==> src/hdl/ddrl_pkg.sv <==
// ----------------------------------------------------------------------------
// ddrl_pkg
// Shared types and codes of the deadlock-detecting resource ledger.
// ----------------------------------------------------------------------------
package ddrl_pkg;
    localparam int CNT_W  = 8;
    localparam int WORK_W = 9;
    localparam logic [CNT_W-1:0]  CNT_MAX  = 8'd255;
    localparam logic [WORK_W-1:0] WORK_MAX = 9'd511;

    typedef enum logic [1:0] {
        ACT_SET     = 2'd0,
        ACT_REQUEST = 2'd1,
        ACT_ACQUIRE = 2'd2,
        ACT_RELEASE = 2'd3
    } t_action;

    typedef enum logic [1:0] {
        ST_OK       = 2'd0,
        ST_BAD_ID   = 2'd1,
        ST_DEADLOCK = 2'd2
    } t_status;

    localparam logic CFG_DETECT_ENABLE = 1'b0;
    localparam logic CFG_RES_IN_USE    = 1'b1;

    typedef enum logic [3:0] {
        S_CLEAR,
        S_IDLE,
        S_READ,
        S_UPDATE,
        S_MARK_RD,
        S_MARK,
        S_PASS_RD,
        S_PASS,
        S_DECIDE,
        S_ROLLBACK,
        S_OUT
    } t_state;
endpackage

==> src/hdl/deadlock_detecting_resource_ledger_core.sv <==
// ----------------------------------------------------------------------------
// deadlock_detecting_resource_ledger_core
// Semaphore ledger with banker-style deadlock detection on each request while detection is enabled.
// ----------------------------------------------------------------------------
// Held and wanted counts live in memories with one row per thread (all
// resources side by side, registered read). After reset a clearing pass
// over every thread row zeroes both memories; no item is taken meanwhile.
// Set, acquire, release and undetected requests pass through READ, UPDATE
// and OUT before the core returns to IDLE. A detected request runs a
// marking pass (read and mark per thread row) and then up to THREADS+1
// passes over the thread rows, each row read and compared against the
// work vector, then DECIDE and, on deadlock, ROLLBACK of the wanted count.
// The result beat sits in an output register, and a result beat that is not
// yet taken holds off the next input beat.
module deadlock_detecting_resource_ledger_core #(
    parameter int THREADS   = 16,
    parameter int RESOURCES = 8
) (
    input  logic        i_clk,
    input  logic        i_rst_n,
    input  logic        s_axis_tvalid,
    output logic        s_axis_tready,
    // [1:0] action, [5:2] thread, [8:6] resource, [16:9] count, rest zero
    input  logic [23:0] s_axis_tdata,
    output logic        m_axis_tvalid,
    input  logic        m_axis_tready,
    // [1:0] status, rest zero
    output logic [7:0]  m_axis_tdata,
    input  logic        i_cfg_valid,
    output logic        o_cfg_ready,
    input  logic        i_cfg_index,
    input  logic [3:0]  i_cfg_data
);
    localparam int TW  = (THREADS > 1) ? $clog2(THREADS) : 1;
    localparam int RW  = (RESOURCES > 1) ? $clog2(RESOURCES) : 1;
    localparam int ROW = RESOURCES * ddrl_pkg::CNT_W;

    ddrl_pkg::t_state r_state, n_state;

    logic r_detect, r_cfg_ready;
    logic [3:0] r_in_use;
    logic [1:0] r_act;
    logic [2:0] r_res_raw;
    logic [7:0] r_cnt;
    logic [TW-1:0] r_thr, r_t;
    logic [RW-1:0] r_res;
    logic [ddrl_pkg::CNT_W-1:0] r_avail [RESOURCES];
    logic [ddrl_pkg::WORK_W-1:0] r_work [RESOURCES];
    logic [THREADS-1:0] r_fin;
    logic r_prog;
    logic [ddrl_pkg::CNT_W-1:0] r_before;
    logic [1:0] r_status;
    logic r_oval;

    logic [ROW-1:0] mem_held [THREADS];
    logic [ROW-1:0] mem_want [THREADS];
    logic [ROW-1:0] r_hrd, r_wrd;
    logic           mem_we;
    logic [TW-1:0]  mem_wa, mem_ra;
    logic [ROW-1:0] mem_hwd, mem_wwd;

    always_ff @(posedge i_clk) begin
        if (mem_we) begin
            mem_held[mem_wa] <= mem_hwd;
            mem_want[mem_wa] <= mem_wwd;
        end
        r_hrd <= mem_held[mem_ra];
        r_wrd <= mem_want[mem_ra];
    end

    // Thread modulo THREADS, via a compare-and-subtract loop on 4 bits.
    logic [4:0] thr_mod;
    always_comb begin
        thr_mod = {1'b0, s_axis_tdata[5:2]};
        for (int k = 0; k < 8; k++) begin
            if (thr_mod >= 5'(THREADS)) thr_mod = thr_mod - 5'(THREADS);
        end
    end

    logic bad_id;
    assign bad_id = ({1'b0, r_res_raw} >= r_in_use) || (32'(r_res_raw) >= RESOURCES);

    logic in_take;
    assign in_take = s_axis_tvalid && s_axis_tready;

    // Current-cell fields of the read row.
    logic [7:0] h_cur, w_cur;
    assign h_cur = r_hrd[r_res*8 +: 8];
    assign w_cur = r_wrd[r_res*8 +: 8];

    logic busy, fits;
    always_comb begin
        busy = 1'b0;
        fits = 1'b1;
        for (int r = 0; r < RESOURCES; r++) begin
            if (r_hrd[r*8 +: 8] != 8'd0 || r_wrd[r*8 +: 8] != 8'd0) busy = 1'b1;
            if ({1'b0, r_wrd[r*8 +: 8]} > r_work[r]) fits = 1'b0;
        end
    end

    logic last_t;
    assign last_t = (32'(r_t) == THREADS - 1);

    // Next state.
    always_comb begin
        n_state = r_state;
        unique case (r_state)
            ddrl_pkg::S_CLEAR:  if (last_t) n_state = ddrl_pkg::S_IDLE;
            ddrl_pkg::S_IDLE:   if (in_take) n_state = ddrl_pkg::S_READ;
            ddrl_pkg::S_READ:   n_state = ddrl_pkg::S_UPDATE;
            ddrl_pkg::S_UPDATE: begin
                if (bad_id) n_state = ddrl_pkg::S_OUT;
                else if (r_act == ddrl_pkg::ACT_REQUEST && r_detect)
                    n_state = ddrl_pkg::S_MARK_RD;
                else n_state = ddrl_pkg::S_OUT;
            end
            ddrl_pkg::S_MARK_RD: n_state = ddrl_pkg::S_MARK;
            ddrl_pkg::S_MARK: n_state = last_t ? ddrl_pkg::S_PASS_RD : ddrl_pkg::S_MARK_RD;
            ddrl_pkg::S_PASS_RD: n_state = ddrl_pkg::S_PASS;
            ddrl_pkg::S_PASS: begin
                if (!last_t) n_state = ddrl_pkg::S_PASS_RD;
                else if (r_prog || (!r_fin[r_t] && fits)) n_state = ddrl_pkg::S_PASS_RD;
                else n_state = ddrl_pkg::S_DECIDE;
            end
            ddrl_pkg::S_DECIDE:
                n_state = (&r_fin) ? ddrl_pkg::S_OUT : ddrl_pkg::S_ROLLBACK;
            ddrl_pkg::S_ROLLBACK: n_state = ddrl_pkg::S_OUT;
            ddrl_pkg::S_OUT: if (!r_oval || m_axis_tready) n_state = ddrl_pkg::S_IDLE;
            default: n_state = ddrl_pkg::S_IDLE;
        endcase
    end

    // Memory port control.
    always_comb begin
        mem_we  = 1'b0;
        mem_wa  = r_thr;
        mem_ra  = r_thr;
        mem_hwd = r_hrd;
        mem_wwd = r_wrd;
        unique case (r_state)
            ddrl_pkg::S_CLEAR: begin
                mem_we  = 1'b1;
                mem_wa  = r_t;
                mem_hwd = '0;
                mem_wwd = '0;
            end
            ddrl_pkg::S_IDLE: mem_ra = TW'(thr_mod);
            ddrl_pkg::S_UPDATE: begin
                if (!bad_id && r_act != ddrl_pkg::ACT_SET) begin
                    mem_we = 1'b1;
                    case (r_act)
                        ddrl_pkg::ACT_REQUEST:
                            mem_wwd[r_res*8 +: 8] = (w_cur == 8'd255) ? w_cur : w_cur + 8'd1;
                        ddrl_pkg::ACT_ACQUIRE: begin
                            mem_wwd[r_res*8 +: 8] = (w_cur == 8'd0) ? w_cur : w_cur - 8'd1;
                            mem_hwd[r_res*8 +: 8] = (h_cur == 8'd255) ? h_cur : h_cur + 8'd1;
                        end
                        default:
                            mem_hwd[r_res*8 +: 8] = (h_cur == 8'd0) ? h_cur : h_cur - 8'd1;
                    endcase
                end
            end
            ddrl_pkg::S_MARK_RD, ddrl_pkg::S_PASS_RD: mem_ra = r_t;
            ddrl_pkg::S_DECIDE: mem_ra = r_thr;
            ddrl_pkg::S_ROLLBACK: begin
                mem_we = 1'b1;
                mem_wwd[r_res*8 +: 8] = r_before;
            end
            default: ;
        endcase
    end

    // Hold off input while a result beat waits.
    assign s_axis_tready = (r_state == ddrl_pkg::S_IDLE) && (!r_oval || m_axis_tready);
    assign o_cfg_ready   = r_cfg_ready;
    assign m_axis_tvalid = r_oval;
    assign m_axis_tdata  = {6'd0, r_status};

    always_ff @(posedge i_clk) begin
        if (!i_rst_n) begin
            r_state     <= ddrl_pkg::S_CLEAR;
            r_t         <= '0;
            r_detect    <= 1'b0;
            r_in_use    <= '0;
            r_oval      <= 1'b0;
            r_cfg_ready <= 1'b0;
            for (int r = 0; r < RESOURCES; r++) r_avail[r] <= '0;
        end else begin
            r_state     <= n_state;
            r_cfg_ready <= 1'b1;
            if (i_cfg_valid && r_cfg_ready) begin
                if (i_cfg_index == ddrl_pkg::CFG_DETECT_ENABLE) r_detect <= i_cfg_data[0];
                else r_in_use <= i_cfg_data;
            end
            if (r_state == ddrl_pkg::S_OUT && (!r_oval || m_axis_tready)) r_oval <= 1'b1;
            else if (r_oval && m_axis_tready) r_oval <= 1'b0;
            unique case (r_state)
                ddrl_pkg::S_CLEAR: r_t <= r_t + TW'(1);
                ddrl_pkg::S_IDLE: if (in_take) begin
                    r_act     <= s_axis_tdata[1:0];
                    r_thr     <= TW'(thr_mod);
                    r_res_raw <= s_axis_tdata[8:6];
                    r_res     <= RW'(s_axis_tdata[8:6]);
                    r_cnt     <= s_axis_tdata[16:9];
                end
                ddrl_pkg::S_UPDATE: begin
                    r_status <= bad_id ? ddrl_pkg::ST_BAD_ID : ddrl_pkg::ST_OK;
                    r_before <= w_cur;
                    r_t      <= '0;
                    if (!bad_id) begin
                        case (r_act)
                            ddrl_pkg::ACT_SET: r_avail[r_res] <= r_cnt;
                            ddrl_pkg::ACT_ACQUIRE: if (r_avail[r_res] != 8'd0)
                                r_avail[r_res] <= r_avail[r_res] - 8'd1;
                            ddrl_pkg::ACT_RELEASE: if (r_avail[r_res] != 8'd255)
                                r_avail[r_res] <= r_avail[r_res] + 8'd1;
                            default: ;
                        endcase
                    end
                    for (int r = 0; r < RESOURCES; r++) r_work[r] <= {1'b0, r_avail[r]};
                end
                ddrl_pkg::S_MARK: begin
                    r_fin[r_t] <= !busy;
                    r_t        <= last_t ? '0 : r_t + TW'(1);
                    r_prog     <= 1'b0;
                end
                ddrl_pkg::S_PASS: begin
                    if (!r_fin[r_t] && fits) begin
                        r_fin[r_t] <= 1'b1;
                        for (int r = 0; r < RESOURCES; r++) begin
                            if ({1'b0, r_work[r]} + 10'(r_hrd[r*8 +: 8]) > 10'd511)
                                r_work[r] <= ddrl_pkg::WORK_MAX;
                            else r_work[r] <= r_work[r] + 9'(r_hrd[r*8 +: 8]);
                        end
                    end
                    if (last_t) begin
                        r_t    <= '0;
                        r_prog <= 1'b0;
                    end else begin
                        r_t    <= r_t + TW'(1);
                        if (!r_fin[r_t] && fits) r_prog <= 1'b1;
                    end
                end
                ddrl_pkg::S_DECIDE:
                    if (!(&r_fin)) r_status <= ddrl_pkg::ST_DEADLOCK;
                default: ;
            endcase
        end
    end
endmodule

==> config.mk <==
export PLATFORM = sky130hd
export DESIGN_NAME = deadlock_detecting_resource_ledger_core
export DESIGN_NICKNAME = d
export VERILOG_FILES = /design/src/hdl/ddrl_pkg.sv /design/src/hdl/deadlock_detecting_resource_ledger_core.sv
export SDC_FILE = /design/constraint.sdc
export NUM_CORES = 2
export LEC_CHECK = 0
export BUFFER_PORTS_ARGS = -buffer_cell sky130_fd_sc_hd__buf_2
export CAP_MARGIN = 20
export CORE_ASPECT_RATIO = 1.4
export CORE_UTILIZATION = 48
export DETAILED_ROUTE_END_ITERATION = 7
export SYNTH_ARGS = -nofsm -noshare
export SYNTH_HDL_FRONTEND = slang
export SYNTH_SLANG_ARGS = --single-unit
==> constraint.sdc <==
create_clock -name i_clk -period 11.8 [get_ports i_clk]
set_input_delay 2.36 -clock i_clk [delete_from_list [all_inputs] [get_ports i_clk]]
set_output_delay 2.36 -clock i_clk [all_outputs]
set_load 0.005 [all_outputs]
==> run metrics <==
Via Count roughly 73000; largest net degree at the start of global routing 167; post-synthesis mux area share between 2 and 2.5%; critical path arrival a little over 7 ns; # fillers 18000; GR Util All Layers 29.9%; Worst-path clk slew 0.07 ns; # IOs between 40 and 50; count of state elements after synthesis 2374; Place WS roughly 5.1 ns; FFs w/ async S/R, synth 0%; count of mapped cells out of synthesis a little under 9000; clock latency on the worst-skew pair between 0.9 and 1 ns; total wire length approximately 330000 microns; Root Buffer clkbuf_16; Synth Flop Type edfxtp_1; Worst Tran Pin Value between 1 and 1.5 ns; Hold Slack approximately 0.54 ns; DRC viols 0; simple-gate share of the synthesized area ~15%; Crit. End Element flip-flop; Synth Area in Compound Gates about a tenth; final hold violation count 0; Setup Fix Bufs, Post-CTS 0; yosys warns 0; peak supply drop between 100 and 150 uV; Critical Path Start Type flip-flop; placed cell area between 100000 and 150000 sq um; Slew Viols, Final 0; Crit path required time ~12 ns; CTS tree yes; post-synthesis xor/xnor area fraction less than 1%; core area approximately 210000 sq um; GRT Residual Overflow 0; Slew headroom 20.8%; RSZ-0062 raised after global routing false; sequential-to-total area share from yosys stat about two thirds; Syn-to-layout area delta 11.0%; final layout net count about 9000; initial antenna violation count 12; Post-Synth Adder-Cell Area 1.95%; PD cells ~150 nW/um^2; cell area after layout between 100000 and 150000 sq um; crit path kind flip-flop to flip-flop; vias in the first global route 69000; setup TNS 0 ns; H-tree depth 4; clk sinks roughly 2400; Die Height roughly 550 microns; CTS Hold Bufs 0; clk_skew 0.0975 ns; port bufs 31; Final WS setup ~5.0 ns; largest family of logic cells by synthesized area simple AND/OR/NAND/NOR gates; commonest non-fill, non-tap cells in the layout nand2_1, edfxtp_1, nand3_1; cell area after synthesis around 100000 sq um; Tmin final 6.80 ns; status finished, final reports clean; global-route wire length before repair 478000 microns; Yosys cell types 83; die area 218000 sq um; Max Cap Viol 0; Iteration-0 DRC Markers 8272; final setup vio count 0; final antenna-violating net count 0; final worst-path cycle share between 50% and 60%; worst hold path type flip-flop to flip-flop; Initial Util between 40% and 50%; CTS Buf Count ~220; Final GP Congestion between 1 and 1.5; Pre-Repair DR Iteration Count 7; multi-input logic area around 31000 sq um; CTS max path bufs 4; placed instance count 11200; # rows around 200; Max Freq 147 MHz; die width 395 microns; post-CTS sizing 0; ratio of cells with drive above 1 in the final layout a little under a tenth; crit-path max FO between 50 and 60; sequential standard cell area ~70000 sq um; post-DP HPWL just under 200000 microns; most common cell after layout, fill and taps aside nand2_1; vias per inst around 6.3; Syn Area/Cell approximately 12 sq um; Leakage between 40 and 50 nW; fin cells ~12000; EDFF count, synth 2228; DR WL/cell roughly 29 microns
==> Yosys cell counts (18+ instances only) <==
master / n / area share [%]
o21bai_1: 18 / 0.13
ha_1: 149 / 1.8
nand2_1: 2340 / 8.5
xnor2_1: 45 / 0.38
nor2b_1: 41 / 0.25
a21o_1: 31 / 0.22
and3_1: 274 / 1.7
buf_1: 32 / 0.12
o21a_1: 27 / 0.20
nand3_1: 551 / 2.7
xor2_1: 27 / 0.23
o211ai_1: 28 / 0.20
a31oi_1: 205 / 1.2
a21oi_1: 375 / 1.8
nand2b_1: 18 / 0.11
mux2i_1: 54 / 0.52
o22ai_1: 27 / 0.16
nand4_1: 32 / 0.19
a311oi_1: 391 / 3.3
a2bb2oi_1: 19 / 0.16
dfxtp_1: 146 / 2.8
o21ai_0: 197 / 0.95
nor2_1: 246 / 0.89
a211oi_1: 27 / 0.20
nor4_1: 55 / 0.33
clkbuf_1: 535 / 1.9
nor3_1: 58 / 0.28
mux2_2: 54 / 0.59
edfxtp_1: 2228 / 65
inv_1: 122 / 0.44
mux4_2: 44 / 0.96
==> critical path, cell delays in order, from the launching register on <==
cell      delay (ns)
edfxtp_1        0.32
buf_4           0.70
inv_1           0.70
ha_1            0.48
nand2b_1        0.14
a21o_1          0.17
a21oi_1         0.16
buf_4           0.25
o21a_1          0.13
buf_4           0.41
nor2_1          0.10
o22ai_1         0.19
nand2_1         0.27
nor2_4          0.66
buf_4           0.80
buf_4           0.78
==> cells by family (layout without fill, tap and decap cells) <==
family	after synthesis	after routing
compound gates	1504	1504
xor+xnor	72	72
fa+ha+maj	157	157
buf+inv	716	824
flops	2374	2374
mux	155	155
other cells	1	12
simple gates	3685	3685
==> worst paths after layout <==
check | start | cells past startpoint | endpoint | slack, ns
worst max-delay path | r_res[0]$_DFFE_PP_ | 15 | mem_want[9][8]$_DFFE_PP_ | 5.00
worst min-delay path | r_in_use[2]$_SDFFE_PN0P_ | 2 | r_in_use[2]$_SDFFE_PN0P_ | 0.54
worst max register to register | r_res[0]$_DFFE_PP_ | 15 | mem_want[9][8]$_DFFE_PP_ | 5.00
worst min register to register | r_in_use[2]$_SDFFE_PN0P_ | 2 | r_in_use[2]$_SDFFE_PN0P_ | 0.54
==> flip-flops by register name, indices dropped and copies added, names as in the netlist, 8 cells and up, named ones only <==
name      cells
r_hrd        64
r_cnt         8
mem_held   1024
r_work       72
mem_want   1024
r_avail      64
r_wrd        64
r_fin        16
r_before      8
==> through the flow <==
stage / util [%] / power, mW
2_1_floorplan: - / 9.68
3_3_place_gp: 50.2 / 9.80
3_5_place_dp: 50.2 / 9.81
4_1_cts: 53.6 / 17.0
5_1_grt: 53.7 / 17.3
6_report: 53.7 / 16.9
==> routing by layer <==
metal	vias up	share of wire, %	track usage (%)
met5	-	0.022	0
met4	12	5.5	14.7
met3	870	8.1	4.98
met2	3446	47	47.9
met1	36700	40	39.6
li1	32100	-	-
==> power by group <==
part	internal, mW	switching, mW	total (mW)
clock network	4.08	3.14	7.22
logic	0.0639	0.229	0.293
registers	9.28	0.0602	9.34
total	13.4	3.43	16.9
==> cell type report <==
class	instances	share of cell area [%]
flip-flops and latches	2374	60.7
clock inverters	114	1.03
well taps	2842	3.09
repair buffers	290	2.09
multi-input cells	5579	27.3
inverters	124	0.405
diodes	6	0.0131
clock buffers	296	5.30
(Power assumes the default switching activity.)
